File: config.mk
export PLATFORM = sky130hd
export DESIGN_NAME = keyed_waitlist_queue_flat
export DESIGN_NICKNAME = d
export VERILOG_FILES = /design/src/sv/kwq_pkg.sv /design/src/sv/kwq_if.sv /design/src/sv/keyed_waitlist_queue.sv /design/src/flat_wrapper.sv
export SDC_FILE = /design/constraint.sdc
export NUM_CORES = 1
export LEC_CHECK = 0
export ABC_AREA = 1
export ABC_CLOCK_PERIOD_IN_PS = 8430
export BUFFER_PORTS_ARGS = -buffer_cell sky130_fd_sc_hd__buf_4
export CORE_MARGIN = 4
export CORE_UTILIZATION = 50
export DETAILED_ROUTE_END_ITERATION = 12
export GPL_TIMING_DRIVEN = 0
export PLACE_DENSITY = 0.66
export SYNTH_ARGS = -nofsm -noshare
export SYNTH_HDL_FRONTEND = slang
export SYNTH_SLANG_ARGS = --single-unit
export TNS_END_PERCENT = 10
File: constraint.sdc
create_clock -name clock -period 8.43 [get_ports clock]
set_input_delay 0.4215 -clock clock [delete_from_list [all_inputs] [get_ports clock]]
set_output_delay 0.4215 -clock clock [all_outputs]
set_load 0.03 [all_outputs]
File: src/sv/kwq_pkg.sv
// Package for the keyed waitlist queue: sizes, codes and the control program.
`timescale 1ns / 1ps
package kwq_pkg;

   // Sizing
   localparam int QUEUE_DEPTH = 8;
   localparam int KEY_BITS    = 32;
   localparam int REQ_KEY_W   = 32;
   localparam int KEY_W       = (KEY_BITS < REQ_KEY_W) ? KEY_BITS : REQ_KEY_W;
   localparam int CNT_W       = $clog2(QUEUE_DEPTH + 1);
   localparam int ADDR_W      = (QUEUE_DEPTH > 1) ? $clog2(QUEUE_DEPTH) : 1;

   // Operation codes
   localparam logic [1:0] MODE_ADD    = 2'd0;
   localparam logic [1:0] MODE_CANCEL = 2'd1;

   // Result status codes
   localparam logic [1:0] ST_DONE   = 2'd0;
   localparam logic [1:0] ST_LISTED = 2'd1;
   localparam logic [1:0] ST_FULL   = 2'd2;
   localparam logic [1:0] ST_ABSENT = 2'd3;

   // Datapath action selected by a control word
   typedef enum logic [2:0] {
      ACT_NONE,
      ACT_LATCH,
      ACT_SCAN,
      ACT_SHIFT,
      ACT_REMOVE,
      ACT_RESOLVE,
      ACT_REPLY
   } act_type;

   // Branch condition tested by a control word
   typedef enum logic [2:0] {
      C_ALWAYS,
      C_REQ,
      C_SCAN_END,
      C_CANCEL_HIT,
      C_SHIFT_END,
      C_RSP
   } cond_type;

   typedef logic [2:0] step_type;

   localparam step_type STEP_FETCH    = 3'd0;
   localparam step_type STEP_SCAN     = 3'd1;
   localparam step_type STEP_DISPATCH = 3'd2;
   localparam step_type STEP_SHIFT    = 3'd3;
   localparam step_type STEP_REMOVE   = 3'd4;
   localparam step_type STEP_RESOLVE  = 3'd5;
   localparam step_type STEP_REPLY    = 3'd6;

   typedef struct packed {
      act_type  act;
      cond_type cond;
      step_type on_true;
      step_type on_false;
   } uword_type;

   // Control store: one word per step
   function automatic uword_type ucode(input step_type step);
      uword_type w;
      unique case (step)
         STEP_FETCH:    w = '{ACT_LATCH,   C_REQ,        STEP_SCAN,     STEP_FETCH};
         STEP_SCAN:     w = '{ACT_SCAN,    C_SCAN_END,   STEP_DISPATCH, STEP_SCAN};
         STEP_DISPATCH: w = '{ACT_NONE,    C_CANCEL_HIT, STEP_SHIFT,    STEP_RESOLVE};
         STEP_SHIFT:    w = '{ACT_SHIFT,   C_SHIFT_END,  STEP_REMOVE,   STEP_SHIFT};
         STEP_REMOVE:   w = '{ACT_REMOVE,  C_ALWAYS,     STEP_REPLY,    STEP_REPLY};
         STEP_RESOLVE:  w = '{ACT_RESOLVE, C_ALWAYS,     STEP_REPLY,    STEP_REPLY};
         STEP_REPLY:    w = '{ACT_REPLY,   C_RSP,        STEP_FETCH,    STEP_REPLY};
         default:       w = '{ACT_NONE,    C_ALWAYS,     STEP_FETCH,    STEP_FETCH};
      endcase
      return w;
   endfunction

endpackage

File: src/sv/kwq_if.sv
// Valid/ready channel interfaces for the request and response items.
`timescale 1ns / 1ps
interface kwq_req_if;
   logic        valid;
   logic        ready;
   logic [1:0]  mode;
   logic [31:0] reader_key;

   modport source (output valid, output mode, output reader_key, input ready);
   modport sink   (input valid, input mode, input reader_key, output ready);
endinterface

interface kwq_rsp_if;
   logic       valid;
   logic       ready;
   logic [1:0] status;
   logic [3:0] position;
   logic [3:0] occupancy;

   modport source (output valid, output status, output position, output occupancy,
                   input ready);
   modport sink   (input valid, input status, input position, input occupancy,
                   output ready);
endinterface

File: src/sv/keyed_waitlist_queue.sv
// Keyed waitlist queue: microcoded sequencer over a bounded list of keys.
`timescale 1ns / 1ps
// A first-come list of up to QUEUE_DEPTH keys. Each request item adds, cancels or
// ranks one key, and one response item gives status, 1-based position and the
// occupancy after the operation. Items are handled one at a time by a small
// microprogram stepping through fetch, scan, dispatch, shift and remove or resolve,
// and reply. The scan looks at one stored key per cycle and a cancel moves one key
// per cycle after the hit. The next request is taken the cycle after the response
// is. The key store is read at a single address per cycle, which sets the pace of
// the scan and the shift.
module keyed_waitlist_queue
   import kwq_pkg::*;
(
   input  logic      clock,
   input  logic      reset,
   kwq_req_if.sink   req_if,
   kwq_rsp_if.source rsp_if
);

   // Key store
   logic [KEY_W-1:0]  keys_ff [QUEUE_DEPTH];
   logic              wr_en;
   logic [ADDR_W-1:0] wr_addr;
   logic [KEY_W-1:0]  wr_data;

   // Sequencer and datapath registers
   step_type         step_ff,     step_in;
   logic [CNT_W-1:0] idx_ff,      idx_in;
   logic [CNT_W-1:0] count_ff,    count_in;
   logic             found_ff,    found_in;
   logic [1:0]       mode_ff,     mode_in;
   logic [KEY_W-1:0] key_ff,      key_in;
   logic [1:0]       status_ff,   status_in;
   logic [CNT_W-1:0] position_ff, position_in;

   uword_type        uw;
   logic [CNT_W-1:0] idx_inc;
   logic [CNT_W-1:0] rd_addr;
   logic [KEY_W-1:0] rd_key;
   logic             in_range;
   logic             hit;
   logic             shift_more;
   logic             full;
   logic             cond_ok;
   logic [CNT_W+3:0] pos_ext;
   logic [CNT_W+3:0] occ_ext;

   // Decode current control word and datapath flags
   always_comb begin
      uw         = ucode(step_ff);
      idx_inc    = CNT_W'(idx_ff + 1'b1);
      rd_addr    = (uw.act == ACT_SHIFT) ? idx_inc : idx_ff;
      rd_key     = keys_ff[rd_addr[ADDR_W-1:0]];
      in_range   = idx_ff < count_ff;
      hit        = in_range && (rd_key == key_ff);
      shift_more = {1'b0, idx_ff} + 1'b1 < {1'b0, count_ff};
      full       = count_ff == CNT_W'(QUEUE_DEPTH);
   end

   // Branch condition and next step
   always_comb begin
      unique case (uw.cond)
         C_ALWAYS:     cond_ok = 1'b1;
         C_REQ:        cond_ok = req_if.valid;
         C_SCAN_END:   cond_ok = !in_range || hit;
         C_CANCEL_HIT: cond_ok = (mode_ff == MODE_CANCEL) && found_ff;
         C_SHIFT_END:  cond_ok = !shift_more;
         C_RSP:        cond_ok = rsp_if.ready;
         default:      cond_ok = 1'b1;
      endcase
      step_in = cond_ok ? uw.on_true : uw.on_false;
   end

   // Datapath actions
   always_comb begin
      idx_in      = idx_ff;
      count_in    = count_ff;
      found_in    = found_ff;
      mode_in     = mode_ff;
      key_in      = key_ff;
      status_in   = status_ff;
      position_in = position_ff;
      wr_en       = 1'b0;
      wr_addr     = idx_ff[ADDR_W-1:0];
      wr_data     = rd_key;
      unique case (uw.act)
         ACT_LATCH: begin
            if (req_if.valid) begin
               mode_in  = req_if.mode;
               key_in   = req_if.reader_key[KEY_W-1:0];
               idx_in   = '0;
               found_in = 1'b0;
            end
         end
         ACT_SCAN: begin
            if (hit) begin
               found_in = 1'b1;
            end else if (in_range) begin
               idx_in = idx_inc;
            end
         end
         ACT_SHIFT: begin
            // move the next key one place forward
            if (shift_more) begin
               wr_en  = 1'b1;
               idx_in = idx_inc;
            end
         end
         ACT_REMOVE: begin
            count_in    = CNT_W'(count_ff - 1'b1);
            status_in   = ST_DONE;
            position_in = '0;
         end
         ACT_RESOLVE: begin
            if (mode_ff == MODE_ADD) begin
               if (found_ff) begin
                  status_in   = ST_LISTED;
                  position_in = idx_inc;
               end else if (full) begin
                  status_in   = ST_FULL;
                  position_in = '0;
               end else begin
                  wr_en       = 1'b1;
                  wr_addr     = count_ff[ADDR_W-1:0];
                  wr_data     = key_ff;
                  count_in    = CNT_W'(count_ff + 1'b1);
                  status_in   = ST_DONE;
                  position_in = CNT_W'(count_ff + 1'b1);
               end
            end else if (mode_ff == MODE_CANCEL) begin
               // a cancel that hits goes through the shift steps instead
               status_in   = ST_ABSENT;
               position_in = '0;
            end else if (found_ff) begin
               status_in   = ST_DONE;
               position_in = idx_inc;
            end else begin
               status_in   = ST_ABSENT;
               position_in = '0;
            end
         end
         ACT_NONE, ACT_REPLY: begin
         end
         default: begin
         end
      endcase
   end

   // Key store write port
   always_ff @(posedge clock) begin
      if (wr_en) begin
         keys_ff[wr_addr] <= wr_data;
      end
   end

   // Sequencer state and datapath registers
   always_ff @(posedge clock) begin
      if (reset) begin
         step_ff  <= STEP_FETCH;
         count_ff <= '0;
      end else begin
         step_ff  <= step_in;
         count_ff <= count_in;
      end
      idx_ff      <= idx_in;
      found_ff    <= found_in;
      mode_ff     <= mode_in;
      key_ff      <= key_in;
      status_ff   <= status_in;
      position_ff <= position_in;
   end

   // Handshakes and response payload
   always_comb begin
      pos_ext            = {4'b0000, position_ff};
      occ_ext            = {4'b0000, count_ff};
      req_if.ready       = uw.act == ACT_LATCH;
      rsp_if.valid       = uw.act == ACT_REPLY;
      rsp_if.status      = status_ff;
      rsp_if.position    = pos_ext[3:0];
      rsp_if.occupancy   = occ_ext[3:0];
   end

endmodule

File: src/flat_wrapper.sv
// flat-port wrapper written by rule: the top's interface ports become plain ports
module keyed_waitlist_queue_flat import kwq_pkg::*;
  (clock, reset, req_if_valid, req_if_mode, req_if_reader_key, req_if_ready, rsp_if_valid, rsp_if_status, rsp_if_position, rsp_if_occupancy, rsp_if_ready);
  kwq_req_if req_if_i ();
  kwq_rsp_if rsp_if_i ();
  input  logic clock;
  input  logic reset;
  input wire logic [$bits(req_if_i.valid)-1:0] req_if_valid;
  input wire logic [$bits(req_if_i.mode)-1:0] req_if_mode;
  input wire logic [$bits(req_if_i.reader_key)-1:0] req_if_reader_key;
  output wire logic [$bits(req_if_i.ready)-1:0] req_if_ready;
  output wire logic [$bits(rsp_if_i.valid)-1:0] rsp_if_valid;
  output wire logic [$bits(rsp_if_i.status)-1:0] rsp_if_status;
  output wire logic [$bits(rsp_if_i.position)-1:0] rsp_if_position;
  output wire logic [$bits(rsp_if_i.occupancy)-1:0] rsp_if_occupancy;
  input wire logic [$bits(rsp_if_i.ready)-1:0] rsp_if_ready;
  assign req_if_i.valid = req_if_valid;
  assign req_if_i.mode = req_if_mode;
  assign req_if_i.reader_key = req_if_reader_key;
  assign req_if_ready = req_if_i.ready;
  assign rsp_if_valid = rsp_if_i.valid;
  assign rsp_if_status = rsp_if_i.status;
  assign rsp_if_position = rsp_if_i.position;
  assign rsp_if_occupancy = rsp_if_i.occupancy;
  assign rsp_if_i.ready = rsp_if_ready;
  keyed_waitlist_queue u_core (.clock(clock), .reset(reset), .req_if(req_if_i), .rsp_if(rsp_if_i));
endmodule
==> PnR_summary.wiki, run 1 <==
{| class="wikitable"
! Metric !! Value
|-
| Total core area || approximately 0.026 mm^2
|-
| Max-slew violations || 0
|-
| Count of nets after finishing || 1,392
|-
| Overflow after GRT || 0
|-
| Number of max-cap violations || 0
|-
| Detailed Routing Iterations Pass 1 || 6
|-
| Outcome || finished, final reports clean
|-
| Crit path capture type || flip-flop
|-
| Most frequently used flop master after synthesis || edfxtp_1
|-
| NetSw || 2.47 mW
|-
| Ratio of routed vias to standard cells || roughly 5.7
|-
| Relative slew slack || 25.5%
|-
| Root buf cell || clkbuf_16
|-
| Startpoint Class || flip-flop
|-
| Path depth of the worst reg2reg path || 11
|-
| Number of synthesized flops with an enable pin || about 300
|-
| Number of clock buffers inserted by TritonCTS || 31
|-
| Number of nets still failing antenna checks after routing || 0
|-
| Setup-violating endpoint count in the final report || 0
|-
| Routed wirelength normalized by instance count || between 20 and 25 um
|-
| Sequential share of power || 37.4%
|-
| CTS tree || yes
|-
| Crit Path Category || flip-flop to flip-flop
|-
| Sinks on the clock net || roughly 310
|-
| Total count of hold-check failures in the final report || 0
|-
| Worst Hold Path Cells || 1
|-
| Data required time of the worst path || 8.70 ns
|-
| Logic pwr share || 41.8%
|-
| Post-cts gate resize count || 0
|-
| Netlist area before placement || 0.0134 mm^2
|-
| Initial antenna violation count || 0
|-
| R2R Path End || u_core.keys_ff[7][20]
|-
| Sw Ratio || 40.5%
|-
| Smallest setup slack after layout || around 4.6 ns
|-
| Least-Margin Pin Slew || 1.09 ns
|-
| GRT Resource Usage Total || 23.9%
|-
| Share of synthesized flip-flops with an asynchronous set or reset || 0%
|-
| Total DRC errors in the routed layout || 0
|-
| Filler cell count || 2,037
|-
| Capturing element of the worst setup path || u_core.keys_ff[7][20]
|-
| Initial standard-cell utilization of the core || ~51%
|-
| Startpoint of the most critical register-to-register path || u_core.rsp_if.occupancy[0]
|-
| Area leader, netlist || edfxtp_1
|-
| Half-perimeter wire length after detailed placement || about 22,000 um
|-
| Internal power summed over all cells || 3.63 mW
|-
| Overall die width || 172 um
|-
| Synthesized Nets || 1,282
|-
| Die Ht || 172 um
|-
| Avg Cell Area, Syn || 10.9 um^2
|-
| Number of buffers inserted by port buffering || 49
|-
| Ratio of total power to cell area || 391 mW/mm^2
|-
| YS warnings || 0
|-
| Leading cell type by number of instances after synthesis || nand2_1
|-
| Shortest clock period the worst path allows after layout || 3.82 ns
|-
| Share of total power in the clock network || 20.8%
|-
| Maximum number of buffers from clock root to sink || 3
|-
| Total inserted antenna cells || 0
|-
| Total routed wirelength || 35,400 um
|-
| Routed vias || just under 10,000
|-
| Number of global-route vias before repair || 9,279
|-
| Clock transition at the registers of the reported paths || around 0.060 ns
|-
| Smallest hold slack || 0.0280 ns
|-
| H-tree Lvls || 1
|-
| Worst EP arrival || 4.09 ns
|-
| Number of register bits inferred by synthesis || between 300 and 400
|-
| Fin Setup TNS || 0 ns
|-
| Setup bufs post-CTS || 0
|-
| First-pass GRT wire length || 53,100 um
|-
| Hold crit path type || primary input to flip-flop
|-
| Leak Pwr || 6.05 nW
|-
| Period Utilization, post-route || 45.3%
|-
| Ports || 50
|-
| Launch point of the worst path || u_core.rsp_if.occupancy[0]
|-
| Setup repair after global routing missed its margin || false
|-
| Core Rows || 59
|-
| Total die area || 0.0295 mm^2
|-
| Peak supply drop || 0.193 mV
|-
| Peak Freq || 262 MHz
|-
| Initial detailed-routing violation count || 1,066
|-
| Clock skew || between 0.01 and 0.015 ns
|-
| Fraction of post-synthesis cell area in the top cell type by area || 67.4%
|-
| Seq/Total Area, Yosys || 68.4%
|-
| Pin count of the biggest net entering global routing || 25
|-
| Most instantiated cells after synthesis || nand2_1 (408), edfxtp_1 (301), nand3_1 (250)
|-
| Area growth, synth to finish || 16.2%
|-
| Worst reg2reg setup slack || ~4.6 ns
|-
| Max Fanout on Critical Path || 18
|-
| Layout cells sized above 1 || 12.2%
|-
| Yosys cell types || 36
|-
| Leading cell types by total area after synthesis || edfxtp_1 (67%), nand2_1 (11%), nand3_1 (9.3%)
|-
| Clk Latency, worst-skew pair || around 0.57 ns
|-
| Worst setup slack before clock tree synthesis || 4.66 ns
|-
| Placer congestion estimate || 0.825
|-
| Synthesized netlist cell count || 1,235
|}
-- timing repair --
item                       in CTS  in global routing
setup endpoints to repair       0                  0
hold endpoints to repair       19                  0
hold buffers                   19                  0
-- power by group through the flow --
| stage | sequential [mW] | combinational, mW | clock (mW) |
|---|---|---|---|
| 2_1_floorplan | 2.30 | 1.68 | 0 |
| 3_3_place_gp | 2.31 | 2.38 | 0 |
| 3_5_place_dp | 2.31 | 2.50 | 0 |
| 4_1_cts | 2.28 | 2.52 | 1.28 |
| 5_1_grt | 2.29 | 2.82 | 1.34 |
| 6_report | 2.28 | 2.55 | 1.27 |
-- per-stage QoR --
stage | total power [mW] | utilization (%) | instances | cell area (um^2)
6_report | 6.10 | 59.5 | 1700 | 15600
5_1_grt | 6.45 | 59.5 | 1700 | 15600
4_1_cts | 6.08 | 59.5 | 1700 | 15600
3_5_place_dp | 4.81 | 55.2 | 1628 | 14500
3_3_place_gp | 4.69 | 54.2 | 1619 | 14200
2_1_floorplan | 3.99 | - | 1235 | 13400
-- flip-flops by register name, indices dropped and copies added (netlist names), named ones only --
register / cells
u_core.found_ff: 1
u_core.rsp_if.occupancy: 4
u_core.mode_ff: 2
u_core.rsp_if.position: 4
u_core.keys_ff: 256
u_core.step_ff: 2
u_core.idx_ff: 4
u_core.rsp_if.status: 2
u_core.key_ff: 32
-- area by class of cell --
class | count | area, um^2 | area share [%]
multi-input cells | 802 | 3710 | 23.8
clock buffers | 34 | 787 | 5.05
flip-flops and latches | 308 | 9180 | 58.9
repair buffers | 77 | 768 | 4.93
clock inverters | 19 | 133 | 0.851
plain buffers | 58 | 339 | 2.18
well taps | 335 | 419 | 2.69
inverters | 67 | 251 | 1.61
-- kinds of logic (layout without fill, tap and decap cells) --
kind of cell / Yosys count / count (layout) / share of synthesized area (%)
AND/OR/NAND/NOR: 713 / 713 / 22.8
flip-flops: 308 / 308 / 68.4
buffers and inverters: 125 / 255 / 4.40
AO/OA/AOI/OAI: 70 / 70 / 2.87
XOR/XNOR: 10 / 10 / 0.653
adder cells (fa/ha/maj): 9 / 9 / 0.839
-- worst min path at each step --
| stage | startpoint | to | slack [ns] |
|---|---|---|---|
| finish | req_if_reader_key[8] | u_core.key_ff[8] | 0.03 |
| CTS | req_if_reader_key[8] | u_core.key_ff[8] | 0.002 |
| global route | req_if_reader_key[8] | u_core.key_ff[8] | 0.006 |
| global placement | u_core.rsp_if.occupancy[3] | u_core.rsp_if.occupancy[3] | 0.55 |
| floorplan | reset | u_core.rsp_if.occupancy[2] | 0.49 |
| detailed placement | u_core.rsp_if.occupancy[3] | u_core.rsp_if.occupancy[3] | 0.54 |
-- metal layers --
layer,up-vias,track usage (%),part of all wire (%)
met3,90,2.85,7.8
met1,4671,33.4,42
met2,467,39.3,47
li1,4512,-,-
met4,0,8.17,3.4
met5,-,0,0
-- placed cells by master, fill, tap and decap left out, types with 2 or more instances in the layout --
master,Yosys,routed
clkinvlp_4,0,2
inv_2,3,3
nand3_1,250,250
buf_2,25,25
nor2_2,3,3
buf_6,6,6
nand3_2,2,2
o21ai_1,3,3
a31oi_1,3,3
clkbuf_1,15,18
nand2_2,2,2
dfxtp_1,7,7
edfxtp_1,301,301
o21ai_0,42,42
dlygate4sd3_1,0,19
ha_1,9,9
nor2_4,0,9
xor2_1,10,10
buf_12,0,5
inv_1,64,64
clkinv_2,0,5
buf_4,12,61
o21ai_2,3,3
nand2_1,408,408
and3_1,2,2
clkinv_1,0,9
nor2_1,39,30
clkbuf_16,0,31
buf_16,0,4
a21oi_1,12,12
-- critical path, stage by stage (launching register included) --
cell and delay (ns):
dfxtp_1 0.55, inv_1 0.14, ha_1 0.23, nand2_1 0.09, nor2_1 0.06, nor3_1 0.32
nand2_1 0.31, clkbuf_1 0.41, nand2_1 0.20, nand2_1 0.24, nor2_4 0.69, buf_16 0.26
Note: power is estimated with default switching activity, not from simulation.
==> run 2: changes to the inputs <==
--- a/config.mk
+++ b/config.mk
@@ -6,7 +6,7 @@
 export NUM_CORES = 1
 export LEC_CHECK = 0
 export ABC_AREA = 1
-export ABC_CLOCK_PERIOD_IN_PS = 8430
+export ABC_CLOCK_PERIOD_IN_PS = 3700
 export BUFFER_PORTS_ARGS = -buffer_cell sky130_fd_sc_hd__buf_4
 export CORE_MARGIN = 4
 export CORE_UTILIZATION = 50
==> constraint.sdc (replaced) <==
create_clock -name clock -period 3.7 [get_ports clock]
set_input_delay 0.185 -clock clock [delete_from_list [all_inputs] [get_ports clock]]
set_output_delay 0.185 -clock clock [all_outputs]
set_load 0.03 [all_outputs]
==> PnR_summary.wiki, run 2 (same netlist as run 1, synthesis figures left out) <==
{| class="wikitable"
! Metric !! Value
|-
| Outcome || finished, final reports clean
|-
| Total inserted antenna cells || 0
|-
| Total routed wirelength || roughly 36,000 um
|-
| Number of standard cells in the layout, taps in and fillers out || 1,722
|-
| Ports || 50
|-
| Routed vias || 9,783
|-
| Initial detailed-routing violation count || 1,023
|-
| Overall die width || approximately 170 um
|-
| Layout cells sized above 1 || roughly 13%
|-
| Clock skew || 0.00874 ns
|-
| Core occupancy in the finished layout || 60.5%
|-
| Crit path capture type || flip-flop
|-
| Worst EP arrival || 3.80 ns
|-
| Most common cell after layout, fill and taps aside || nand2_1
|-
| Relative slew slack || 25.6%
|-
| Number of clock buffers inserted by TritonCTS || 31
|-
| Biggest registers after layout || u_core.keys_ff: 256 flops, u_core.key_ff: 32 flops
|-
| Root buf cell || clkbuf_16
|-
| Largest stage delay, worst path || 0.54 ns
|-
| Clk Latency, worst-skew pair || 0.57 ns
|-
| Total die area || 0.0295 mm^2
|-
| Max Fanout on Critical Path || 10
|-
| Leak Pwr || 6.16 nW
|-
| Routed wirelength normalized by instance count || 20.6 um
|-
| Maximum number of buffers from clock root to sink || 3
|-
| Number of nets still failing antenna checks after routing || 0
|-
| Filler cell count || slightly above 2,000
|-
| Peak Freq || approximately 290 MHz
|-
| Number of global-route vias before repair || 9,357
|-
| Detailed Routing Iterations Pass 1 || 6
|-
| Area growth, synth to finish || 18.2%
|-
| Pin count of the biggest net entering global routing || 25
|-
| Number of buffers inserted by port buffering || 49
|-
| Sinks on the clock net || 308
|-
| Fin Setup TNS || 0 ns
|-
| Total core area || 0.0262 mm^2
|-
| Max-slew violations || 0
|-
| Setup-violating endpoint count in the final report || 0
|-
| Half-perimeter wire length after detailed placement || ~22,000 um
|-
| H-tree Lvls || 1
|-
| Startpoint Class || flip-flop
|-
| Period Utilization, post-route || 93.9%
|-
| Least-Margin Pin Slew || 1.09 ns
|-
| Most frequent cells in the layout || nand2_1 (407), edfxtp_1 (301), nand3_1 (250), inv_1 (64), buf_4 (64)
|-
| Die Ht || 172 um
|-
| Number of max-cap violations || 0
|-
| Core Rows || between 50 and 60
|-
| Count of buffering cells on the critical path with inverters included || 3
|-
| Peak supply drop || 0.441 mV
|-
| Flip-flop count of the largest register, all copies and words added || 256
|-
| Path depth of the worst reg2reg path || 17
|-
| Crit Path Category || flip-flop to flip-flop
|-
| Initial antenna violation count || 0
|-
| Placer congestion estimate || about 0.83
|-
| Initial standard-cell utilization of the core || about half
|-
| Ratio of routed vias to standard cells || 5.68
|-
| CTS tree || yes
|-
| Count of nets after finishing || 1,414
|-
| Worst Hold Path Cells || 3
|-
| Total DRC errors in the routed layout || 0
|-
| Most repeated library cell on the critical path || nand2_1
|-
| Slowest cell on the critical path || clkbuf_1
|-
| Crit. path cell count || 17
|-
| Total count of hold-check failures in the final report || 0
|-
| CP delay by family, top || simple AND/OR/NAND/NOR gates
|-
| Placed insts || 1,628
|-
| First-pass GRT wire length || 53,400 um
|-
| Overflow after GRT || 0
|-
| Critical path cell sequence || ha_1 > xor2_2 > nand2_1 > o21ai_2 > inv_2 > clkbuf_1 > nand3_1 > nand2_1 > nand2_1 > nand2_1 > nand2_1 > nor2_1 > nand2_1 > nor2_2 > nand4_1 > nand2_1 > inv_1
|-
| Hold crit path type || primary input to flip-flop
|-
| Shortest clock period the worst path allows after layout || approximately 3.5 ns
|-
| Clock transition at the registers of the reported paths || 0.06 ns
|-
| GRT Resource Usage Total || 24.0%
|-
| Register with the most flip-flops || u_core.keys_ff
|-
| Data required time of the worst path || 4.02 ns
|-
| Ratio of total power to cell area || 878 mW/mm^2
|}
## run 2: cell count changes in the layout (fill, tap and decap cells not counted), sizes merged
cell | before | now
dlygate4sd3 | 19 | 35
buf | 101 | 108
clkbuf | 49 | 48
## run 2: final timing paths
check	from	endpoint	slack (ns)
max reg2reg	u_core.idx_ff[1]	u_core.idx_ff[0]	0.22
max	u_core.idx_ff[1]	u_core.idx_ff[0]	0.22
min reg2reg	u_core.rsp_if.occupancy[3]	u_core.rsp_if.occupancy[3]	0.56
min	req_if_valid	u_core.found_ff	0.08
## run 2: routing by layer
layer  part of all wire, %  routed length [um]  global-route usage, %  up-vias
met4                   3.3                1180                   8.03        0
met5                     0                   0                      0        -
met2                    47               16600                   39.4      450
li1                      -                   -                      -     4557
met3                   8.2                2910                   2.85       87
met1                    42               14800                   33.5     4689
## run 2: where the power goes
part	switching [mW]	leakage, nW	internal [mW]
logic	4.21	2.92	1.64
registers	0.138	2.79	5.06
clock network	1.28	0.448	1.59
## run 2: cell type report
type                       count  area, um^2  area share (%)
timing repair buffer          99        1010            6.38
sequential                   308        9180            57.9
tap                          335         419            2.64
clock buffer                  34         787            4.96
multi-input combinational    802        3730            23.6
buffer                        58         340            2.15
inverter                      67         251            1.59
clock inverter                19         133           0.836
## run 2: tightest hold or removal path, stage by stage
cell,delay (ns)
buf_4,0.09
inv_1,0.06
o21ai_0,0.19
## run 2: what timing repair did
item                                    4_1_cts  5_1_grt
pin swaps                                     1        3
setup buffers                                 2        4
endpoints found under the setup margin       49      263
endpoints found under the hold margin        41        0
hold buffers                                 35        0
resized for setup                             1        7
cloned                                        0        0
## run 2: stage by stage
| step | total power, mW | worst slack (ns) | cell area (um^2) | hold WS, ns |
|---|---|---|---|---|
| after CTS | 13.9 | 0.0566 | 15800 | 0.0737 |
| after global routing | 14.8 | -0.00988 | 15900 | 0.127 |
| after detailed placement | 11.0 | -0.0660 | 14500 | 0.364 |
| final | 13.9 | 0.224 | 15900 | 0.0839 |
| after floorplan | 9.09 | -0.0676 | 13400 | 0.254 |
| after global placement | 10.7 | -2.03 | 14200 | 0.363 |
